File: src/sv/seir_pkg.sv
`default_nettype none

package seir_pkg;

  localparam int unsigned MEMBER_W = 7;
  localparam int unsigned STATE_W  = 3;
  localparam int unsigned RATE_W   = 32;
  localparam int unsigned COUNT_W  = 8;
  localparam int unsigned NSTATES  = 7;
  localparam int unsigned CFG_IDX_W = 3;

  // member state codes
  localparam logic [STATE_W-1:0] ST_SUS = 3'd0;
  localparam logic [STATE_W-1:0] ST_REC = 3'd1;
  localparam logic [STATE_W-1:0] ST_EXP = 3'd2;
  localparam logic [STATE_W-1:0] ST_IA1 = 3'd3;
  localparam logic [STATE_W-1:0] ST_IA2 = 3'd4;
  localparam logic [STATE_W-1:0] ST_ISS = 3'd5;
  localparam logic [STATE_W-1:0] ST_ISA = 3'd6;

  // item commands
  localparam logic CMD_ADVANCE = 1'b0;
  localparam logic CMD_LOAD    = 1'b1;

  // configuration register indexes
  localparam logic [CFG_IDX_W-1:0] REG_INFECT  = 3'd0;
  localparam logic [CFG_IDX_W-1:0] REG_ONSET   = 3'd1;
  localparam logic [CFG_IDX_W-1:0] REG_ADVANCE = 3'd2;
  localparam logic [CFG_IDX_W-1:0] REG_RECOVER = 3'd3;
  localparam logic [CFG_IDX_W-1:0] REG_SYMPTOM = 3'd4;

  localparam logic [RATE_W-1:0] INFECT_RST  = 32'd190887;
  localparam logic [RATE_W-1:0] ONSET_RST   = 32'd14316558;
  localparam logic [RATE_W-1:0] ADVANCE_RST = 32'd42949673;
  localparam logic [RATE_W-1:0] RECOVER_RST = 32'd6135668;
  localparam logic [RATE_W-1:0] SYMPTOM_RST = 32'd2319282340;

  typedef struct packed {
    logic                cmd;
    logic [MEMBER_W-1:0] member;
    logic [STATE_W-1:0]  load_state;
    logic [RATE_W-1:0]   draw;
    logic [RATE_W-1:0]   draw_split;
  } seir_in_t;

  typedef struct packed {
    logic [MEMBER_W-1:0] member_out;
    logic [STATE_W-1:0]  new_state;
    logic                changed;
    logic [COUNT_W-1:0]  count_susceptible;
    logic [COUNT_W-1:0]  count_recovered;
    logic [COUNT_W-1:0]  count_exposed;
    logic [COUNT_W-1:0]  count_early_asym;
    logic [COUNT_W-1:0]  count_late_asym;
    logic [COUNT_W-1:0]  count_symptomatic;
    logic [COUNT_W-1:0]  count_silent;
  } seir_out_t;

  // controller to datapath commands
  typedef struct packed {
    logic capture;
    logic calc;
    logic commit;
  } seir_ctl_t;

endpackage

`default_nettype wire

File: src/sv/seir_ram.sv
`default_nettype none

module seir_ram #(
  parameter int unsigned WIDTH = 3,
  parameter int unsigned DEPTH = 128
) (
  input  wire logic                     clk_i,
  input  wire logic                     we_i,
  input  wire logic [$clog2(DEPTH)-1:0] waddr_i,
  input  wire logic [WIDTH-1:0]         wdata_i,
  input  wire logic                     re_i,
  input  wire logic [$clog2(DEPTH)-1:0] raddr_i,
  output logic      [WIDTH-1:0]         rdata_o
);

  logic [WIDTH-1:0] mem_q [DEPTH];
  logic [WIDTH-1:0] rdata_q;

  always_ff @(posedge clk_i) begin
    if (we_i) begin
      mem_q[waddr_i] <= wdata_i;
    end
    if (re_i) begin
      rdata_q <= mem_q[raddr_i];
    end
  end

  assign rdata_o = rdata_q;

endmodule

`default_nettype wire

File: src/sv/seir_ctrl.sv
`default_nettype none

module seir_ctrl
  import seir_pkg::*;
(
  input  wire logic clk_i,
  input  wire logic rst_ni,
  input  wire logic start,
  output logic      busy,
  output seir_ctl_t ctl_o
);

  typedef enum logic [1:0] {
    CS_IDLE,
    CS_CALC,
    CS_COMMIT
  } ctl_state_e;

  ctl_state_e state_q;
  logic       busy_q;
  logic       accept;

  assign accept = start & ~busy_q;

  always_ff @(posedge clk_i or negedge rst_ni) begin
    if (!rst_ni) begin
      state_q <= CS_IDLE;
      busy_q  <= 1'b0;
    end else begin
      unique case (state_q)
        CS_IDLE: begin
          if (accept) begin
            state_q <= CS_CALC;
            busy_q  <= 1'b1;
          end
        end
        CS_CALC: begin
          state_q <= CS_COMMIT;
        end
        CS_COMMIT: begin
          state_q <= CS_IDLE;
          busy_q  <= 1'b0;
        end
        default: begin
          state_q <= CS_IDLE;
          busy_q  <= 1'b0;
        end
      endcase
    end
  end

  assign busy          = busy_q;
  assign ctl_o.capture = accept;
  assign ctl_o.calc    = (state_q == CS_CALC);
  assign ctl_o.commit  = (state_q == CS_COMMIT);

endmodule

`default_nettype wire

File: src/sv/seir_dp.sv
`default_nettype none

module seir_dp
  import seir_pkg::*;
#(
  parameter int unsigned MEMBERS = 128
) (
  input  wire logic                 clk_i,
  input  wire logic                 rst_ni,
  input  wire seir_ctl_t            ctl_i,
  input  wire seir_in_t             item_i,
  input  wire logic                 cfg_valid_i,
  output logic                      cfg_ready_o,
  input  wire logic [CFG_IDX_W-1:0] cfg_index_i,
  input  wire logic [RATE_W-1:0]    cfg_data_i,
  output logic                      done_o,
  output seir_out_t                 result_o
);

  localparam int unsigned SPAN  = 2 ** MEMBER_W;
  localparam int unsigned DEPTH = (MEMBERS < SPAN) ? MEMBERS : SPAN;
  localparam int unsigned AW    = $clog2(DEPTH);
  localparam int unsigned CNT_W = $clog2(MEMBERS + 1);
  localparam int unsigned INF_W = CNT_W + 2;
  localparam int unsigned PROD_W = RATE_W + INF_W;

  // configuration
  logic [RATE_W-1:0] infect_q, onset_q, advance_q, recover_q, symptom_q;

  assign cfg_ready_o = 1'b1;

  always_ff @(posedge clk_i or negedge rst_ni) begin
    if (!rst_ni) begin
      infect_q  <= INFECT_RST;
      onset_q   <= ONSET_RST;
      advance_q <= ADVANCE_RST;
      recover_q <= RECOVER_RST;
      symptom_q <= SYMPTOM_RST;
    end else if (cfg_valid_i) begin
      unique case (cfg_index_i)
        REG_INFECT:  infect_q  <= cfg_data_i;
        REG_ONSET:   onset_q   <= cfg_data_i;
        REG_ADVANCE: advance_q <= cfg_data_i;
        REG_RECOVER: recover_q <= cfg_data_i;
        REG_SYMPTOM: symptom_q <= cfg_data_i;
        default: ;
      endcase
    end
  end

  // item capture
  seir_in_t             item_q;
  logic                 in_range_q;
  logic [STATE_W-1:0]   cur_q;
  logic [PROD_W-1:0]    prod_q;
  logic [CNT_W-1:0]     cnt_q [NSTATES];
  logic [CNT_W-1:0]     cnt_d [NSTATES];
  logic [DEPTH-1:0]     vld_q;
  logic [STATE_W-1:0]   ram_rdata;
  logic [AW-1:0]        addr_q;
  logic [INF_W-1:0]     inf_sum;
  logic [STATE_W-1:0]   next_st;
  logic                 move;

  always_ff @(posedge clk_i) begin
    if (ctl_i.capture) begin
      item_q     <= item_i;
      in_range_q <= (32'(item_i.member) < 32'(MEMBERS));
      addr_q     <= item_i.member[AW-1:0];
    end
    if (ctl_i.calc) begin
      // never-written entries read as susceptible
      cur_q  <= vld_q[addr_q] ? ram_rdata : ST_SUS;
      prod_q <= PROD_W'(infect_q) * PROD_W'(inf_sum);
    end
  end

  assign inf_sum = INF_W'(cnt_q[ST_IA1]) + INF_W'(cnt_q[ST_IA2]) +
                   INF_W'(cnt_q[ST_ISS]) + INF_W'(cnt_q[ST_ISA]);

  seir_ram #(
    .WIDTH (STATE_W),
    .DEPTH (DEPTH)
  ) u_states (
    .clk_i   (clk_i),
    .we_i    (move),
    .waddr_i (addr_q),
    .wdata_i (next_st),
    .re_i    (ctl_i.capture),
    .raddr_i (item_i.member[AW-1:0]),
    .rdata_o (ram_rdata)
  );

  // transition
  always_comb begin
    next_st = cur_q;
    if (item_q.cmd == CMD_LOAD) begin
      if (item_q.load_state <= ST_ISA) begin
        next_st = item_q.load_state;
      end
    end else begin
      case (cur_q)
        ST_SUS: if (PROD_W'(item_q.draw) < prod_q) next_st = ST_EXP;
        ST_EXP: if (item_q.draw < onset_q) next_st = ST_IA1;
        ST_IA1: if (item_q.draw < advance_q) next_st = ST_IA2;
        ST_IA2: begin
          if (item_q.draw < advance_q) begin
            next_st = (item_q.draw_split < symptom_q) ? ST_ISS : ST_ISA;
          end
        end
        ST_ISS, ST_ISA: if (item_q.draw < recover_q) next_st = ST_REC;
        default: next_st = cur_q;
      endcase
    end
  end

  assign move = ctl_i.commit & in_range_q & (next_st != cur_q);

  always_comb begin
    for (int k = 0; k < NSTATES; k++) begin
      cnt_d[k] = cnt_q[k];
      if (move && (cur_q == STATE_W'(k)) && (cnt_q[k] != '0)) begin
        cnt_d[k] = cnt_q[k] - 1'b1;
      end
      if (move && (next_st == STATE_W'(k))) begin
        cnt_d[k] = cnt_q[k] + 1'b1;
      end
    end
  end

  logic                done_q;
  logic [MEMBER_W-1:0] member_q;
  logic [STATE_W-1:0]  new_state_q;
  logic                changed_q;

  always_ff @(posedge clk_i or negedge rst_ni) begin
    if (!rst_ni) begin
      vld_q  <= '0;
      done_q <= 1'b0;
      for (int k = 0; k < NSTATES; k++) begin
        cnt_q[k] <= (STATE_W'(k) == ST_SUS) ? CNT_W'(MEMBERS) : '0;
      end
    end else begin
      done_q <= ctl_i.commit;
      if (move) begin
        vld_q[addr_q] <= 1'b1;
      end
      for (int k = 0; k < NSTATES; k++) begin
        cnt_q[k] <= cnt_d[k];
      end
    end
  end

  always_ff @(posedge clk_i) begin
    if (ctl_i.commit) begin
      member_q    <= item_q.member;
      new_state_q <= in_range_q ? next_st : ST_SUS;
      changed_q   <= move;
    end
  end

  // counts reported modulo 256
  logic [CNT_W+COUNT_W-1:0] cnt_ext [NSTATES];

  always_comb begin
    for (int k = 0; k < NSTATES; k++) begin
      cnt_ext[k] = {{COUNT_W{1'b0}}, cnt_q[k]};
    end
  end

  assign done_o                     = done_q;
  assign result_o.member_out        = member_q;
  assign result_o.new_state         = new_state_q;
  assign result_o.changed           = changed_q;
  assign result_o.count_susceptible = cnt_ext[ST_SUS][COUNT_W-1:0];
  assign result_o.count_recovered   = cnt_ext[ST_REC][COUNT_W-1:0];
  assign result_o.count_exposed     = cnt_ext[ST_EXP][COUNT_W-1:0];
  assign result_o.count_early_asym  = cnt_ext[ST_IA1][COUNT_W-1:0];
  assign result_o.count_late_asym   = cnt_ext[ST_IA2][COUNT_W-1:0];
  assign result_o.count_symptomatic = cnt_ext[ST_ISS][COUNT_W-1:0];
  assign result_o.count_silent      = cnt_ext[ST_ISA][COUNT_W-1:0];

endmodule

`default_nettype wire

File: src/sv/stochastic_seir_member_step.sv
// Channel   Handshake              Payload
// item      start, busy            item_i   (seir_in_t)
// result    done_o (1-cycle pulse) result_o (seir_out_t)
// config    cfg_valid_i/ready_o    cfg_index_i, cfg_data_i
//
// Each item goes through capture and state-RAM read, infection product
// (one 32-by-10-bit multiply, registered), then commit. The result strobes in the
// cycle after commit, when the next item may already be taken.
// Reset marks every member susceptible through per-entry valid bits; no
// clearing pass. The result cannot be stalled; cfg_ready_o is always high.
`default_nettype none

module stochastic_seir_member_step
  import seir_pkg::*;
#(
  parameter int unsigned MEMBERS = 128
) (
  input  wire logic                 clk_i,
  input  wire logic                 rst_ni,
  input  wire logic                 start,
  output logic                      busy,
  input  wire seir_in_t             item_i,
  output logic                      done_o,
  output seir_out_t                 result_o,
  input  wire logic                 cfg_valid_i,
  output logic                      cfg_ready_o,
  input  wire logic [CFG_IDX_W-1:0] cfg_index_i,
  input  wire logic [RATE_W-1:0]    cfg_data_i
);

  seir_ctl_t ctl;

  seir_ctrl u_ctrl (
    .clk_i  (clk_i),
    .rst_ni (rst_ni),
    .start  (start),
    .busy   (busy),
    .ctl_o  (ctl)
  );

  seir_dp #(
    .MEMBERS (MEMBERS)
  ) u_dp (
    .clk_i       (clk_i),
    .rst_ni      (rst_ni),
    .ctl_i       (ctl),
    .item_i      (item_i),
    .cfg_valid_i (cfg_valid_i),
    .cfg_ready_o (cfg_ready_o),
    .cfg_index_i (cfg_index_i),
    .cfg_data_i  (cfg_data_i),
    .done_o      (done_o),
    .result_o    (result_o)
  );

endmodule

`default_nettype wire

File: config.mk
export PLATFORM = sky130hd
export DESIGN_NAME = stochastic_seir_member_step
export DESIGN_NICKNAME = d
export VERILOG_FILES = /design/src/sv/seir_pkg.sv /design/src/sv/seir_ram.sv /design/src/sv/seir_ctrl.sv /design/src/sv/seir_dp.sv /design/src/sv/stochastic_seir_member_step.sv
export SDC_FILE = /design/constraint.sdc
export NUM_CORES = 2
export LEC_CHECK = 0
export BUFFER_PORTS_ARGS = -buffer_cell sky130_fd_sc_hd__buf_2
export CAP_MARGIN = 20
export CORE_ASPECT_RATIO = 0.9
export CORE_MARGIN = 2
export CORE_UTILIZATION = 40
export DETAILED_ROUTE_END_ITERATION = 8
export HOLD_SLACK_MARGIN = 0.05
export MAX_ROUTING_LAYER = met4
export PLACE_DENSITY = 0.53
export RECOVER_POWER = 50
export SYNTH_ARGS = -nofsm -noshare
export SYNTH_HDL_FRONTEND = slang
export SYNTH_SLANG_ARGS = --single-unit
File: constraint.sdc
create_clock -name clk_i -period 15.72 [get_ports clk_i]
set_clock_uncertainty 0.1 [all_clocks]
set_input_delay 0.786 -clock clk_i [delete_from_list [all_inputs] [get_ports clk_i]]
set_output_delay 0.786 -clock clk_i [all_outputs]
set_load 0.02 [all_outputs]
==> results.cfg <==
[critical_path]
cp_max_fo = 70
start_kind = flip-flop
cp_data_arrival_time_ns = 11.27
worst_path_largest_cell_delay_ns = 2.43
rrSetupSlack_ns = 4.92
required_ns = 16.19
reg2regPathDepth = 24
cpMostUsedCell = o21ai_0
rr_startpoint = u_dp.item_q[39]
crit_chain = ha_1 -> and4_1 -> o21ai_0 -> o311ai_0 -> a311oi_1 -> o21ai_0 -> clkbuf_1 -> o211ai_1 -> o31ai_1 -> clkinvlp_2 -> o32ai_4 -> a21oi_4 -> nand3_1 -> ha_1 -> a21o_1 -> a21o_1 -> a21o_1 -> a21oi_1 -> nor2b_1 -> o21ai_0 -> nand2b_1 -> a211oi_1 -> o21ai_0 -> xnor2_1
r2r-end = u_dp.result_o[15]
end_kind = flip-flop
crit_type = reg -> reg
cp_slowest_cell = clkinvlp_2

[grt]
grt_pass1_wl_um = 200000
gr-total-overflow = 0
grt_pass1_vias = 31400
grt.total_usage = 0.215
grt_start_max_net_pins = 102
antenna_found_initial = 10

[detailed_routing]
detail_route.wl_per_cell_um = 22.4
drt_first_iter_violations = 2127
viasPerCell = 5.27
post-route-drc-count = 0
routed-via-count = 30300
antenna_left = 0
wirelength_um = 129000
firstDrtPassIters = 8

[sta]
final_hold_viol_count = 0
tns_ns = 0
min_period_over_period = 0.687
rsz0062_at_grt = false
worst_slew_pin_slew_ns = 5.87
max_freq_mhz = 92.6
drv_slew = 1184
period_needed_ns = 10.80
finalSetupViolations = 0
timing.hold.ws_ns = 0.151
relSlewSlack = -2.91

[floorplanning]
rows = 122
die_h_um = 337
io_pins = 184
design.die.area_um2 = 126000
initial_core_util = 0.402
die_x_um = 374
core_um2 = 123000

[cells_and_area]
drive_gt1_frac = 0.139
finalInstanceArea_um2 = 54800
fin_util = 0.447
area_growth_pct = 11.3
nets = 4706
fill_cells = 11200

[status]
failed_checks = capacitance limit, slew limit
status = complete, but fails checks

[synth]
seq_area_frac_synth = 0.494
ys_ff_latch = 866
synth_top_area_cell = edfxtp_1
synth_ff_type = edfxtp_1
postSynthAreaPerCell_um2 = 12.6
async_flop_share = 0.402
yosysTopAreaCellShare = 0.316
yosysMostFrequentCell = edfxtp_1
yosysWarningCount = 0
synth_area_um2 = 49300
synth_nets = 4576
netlist_instances = 3917
synth-edff-count = 518
synthTopCellsByCount = edfxtp_1 (518), inv_1 (437), nand2_1 (291), ha_1 (290), dfrtp_1 (282)
synth.area.top_cells = edfxtp_1 (32%), dfrtp_1 (14%), fa_1 (10%), ha_1 (7.4%), mux4_2 (5.8%)
synth.distinct_cells = 81

[hold_path]
worstHoldEndpoint = u_dp.item_q[12]
min_path_cells = 1
min-delay-start = item_i[12]
min_path_type = in -> reg

[run]
max-cap-violations = 24

[place]
hpwl_um = 88800
placed_cell_area_um2 = 51900
io_buffers = 182
place_congestion = 0.845

[clock_tree]
cts_made_buffers = 94
cts_max_level = 3
clock-sinks = 866
postCtsSetupRepairBufs = 0
clock_latency_ns = 0.72
cts_tree = done
ctsResizeCount = 0
clk_pin_slew_ns = 0.06
ctsRootBufferMaster = clkbuf_16
hold_buffers = 1
cts.path.max_buffers = 3
==> how the worst max path moves through the flow <==
stage / from / endpoint / slack [ns]
6_report: u_dp.item_q[39] / u_dp.result_o[15] / 4.92
5_1_grt: rst_ni / u_dp.recover_q[27] / 3.21
4_1_cts: u_dp.result_o[24] / u_dp.prod_q[41] / 5.64
3_5_place_dp: u_dp.result_o[24] / u_dp.prod_q[41] / 5.65
3_3_place_gp: u_dp.result_o[24] / u_dp.prod_q[41] / 5.76
2_1_floorplan: u_dp.result_o[24] / u_dp.prod_q[41] / 6.82
==> worst max-delay path, delay by kind of cell, from the launching register on <==
family                   cells  cell delay (ns)
AO/OA/AOI/OAI               15             5.45
XOR/XNOR                     1             0.17
adder cells (fa/ha/maj)      2             0.76
buffers and inverters        2             2.84
flip-flops                   1             0.57
AND/OR/NAND/NOR              4             0.75
==> cell type report <==
type,count,area (um2),share of cell area
diodes,7,17.5,0.000319
clock buffers,134,2600,0.0475
clock inverters,42,531,0.00967
inverters,439,1650,0.0301
multi-input cells,2419,22600,0.412
flip-flops and latches,866,24300,0.444
well taps,1612,2020,0.0368
repair buffers,227,1070,0.0195
==> cells by family (layout without fill, tap and decap cells) <==
group / count (synthesis) / after routing / share of synthesized area
AO/OA/AOI/OAI: 675 / 675 / 0.0930
AND/OR/NAND/NOR: 863 / 863 / 0.0852
adder cells (fa/ha/maj): 545 / 545 / 0.177
flip-flops: 866 / 866 / 0.494
buffers and inverters: 632 / 842 / 0.0499
multiplexers: 233 / 233 / 0.0825
other: 1 / 8 / 0.0000761
XOR/XNOR: 102 / 102 / 0.0183
==> cells in the final DEF, fill, tap and decap left out, drive strengths merged, types with 33 or more instances in the layout <==
master / Yosys / routed
nand2b: 42 / 42
ha: 290 / 290
mux4: 127 / 127
buf: 48 / 115
a21o: 84 / 84
nor2: 179 / 179
nand4: 33 / 33
xor2: 38 / 38
a22oi: 48 / 48
mux2: 100 / 100
inv: 439 / 438
xnor2: 64 / 64
dfrtp: 282 / 282
dfstp: 66 / 66
and2: 175 / 175
fa: 255 / 255
a21oi: 117 / 117
nand2: 295 / 295
edfxtp: 518 / 518
o21ai: 154 / 154
clkbuf: 145 / 245
o21bai: 147 / 147
==> per-stage QoR <==
step	worst slack, ns	instances
after global routing	3.21	5745
after CTS	5.64	5738
after detailed placement	5.65	5561
after floorplan	6.82	3917
final	4.92	5746
after global placement	5.76	5561
==> sequential cells by signal (all words and copies together) (netlist names), 42 cells and up <==
register	cells
u_dp.u_states.mem_q	384
u_dp.vld_q	128
u_dp.item_q	68
u_dp.result_o	56
u_dp.prod_q	42
==> routing by layer <==
| layer | global-route usage | part of all wire |
|---|---|---|
| met3 | 0.0448 | 0.058 |
| met1 | 0.298 | 0.46 |
| met2 | 0.329 | 0.46 |
| met5 | - | 0 |
| met4 | 0.0404 | 0.016 |
Power is left out: the tool's default activity adds up to more than one toggle a clock period on the data nets, which glitch-free logic cannot reach.
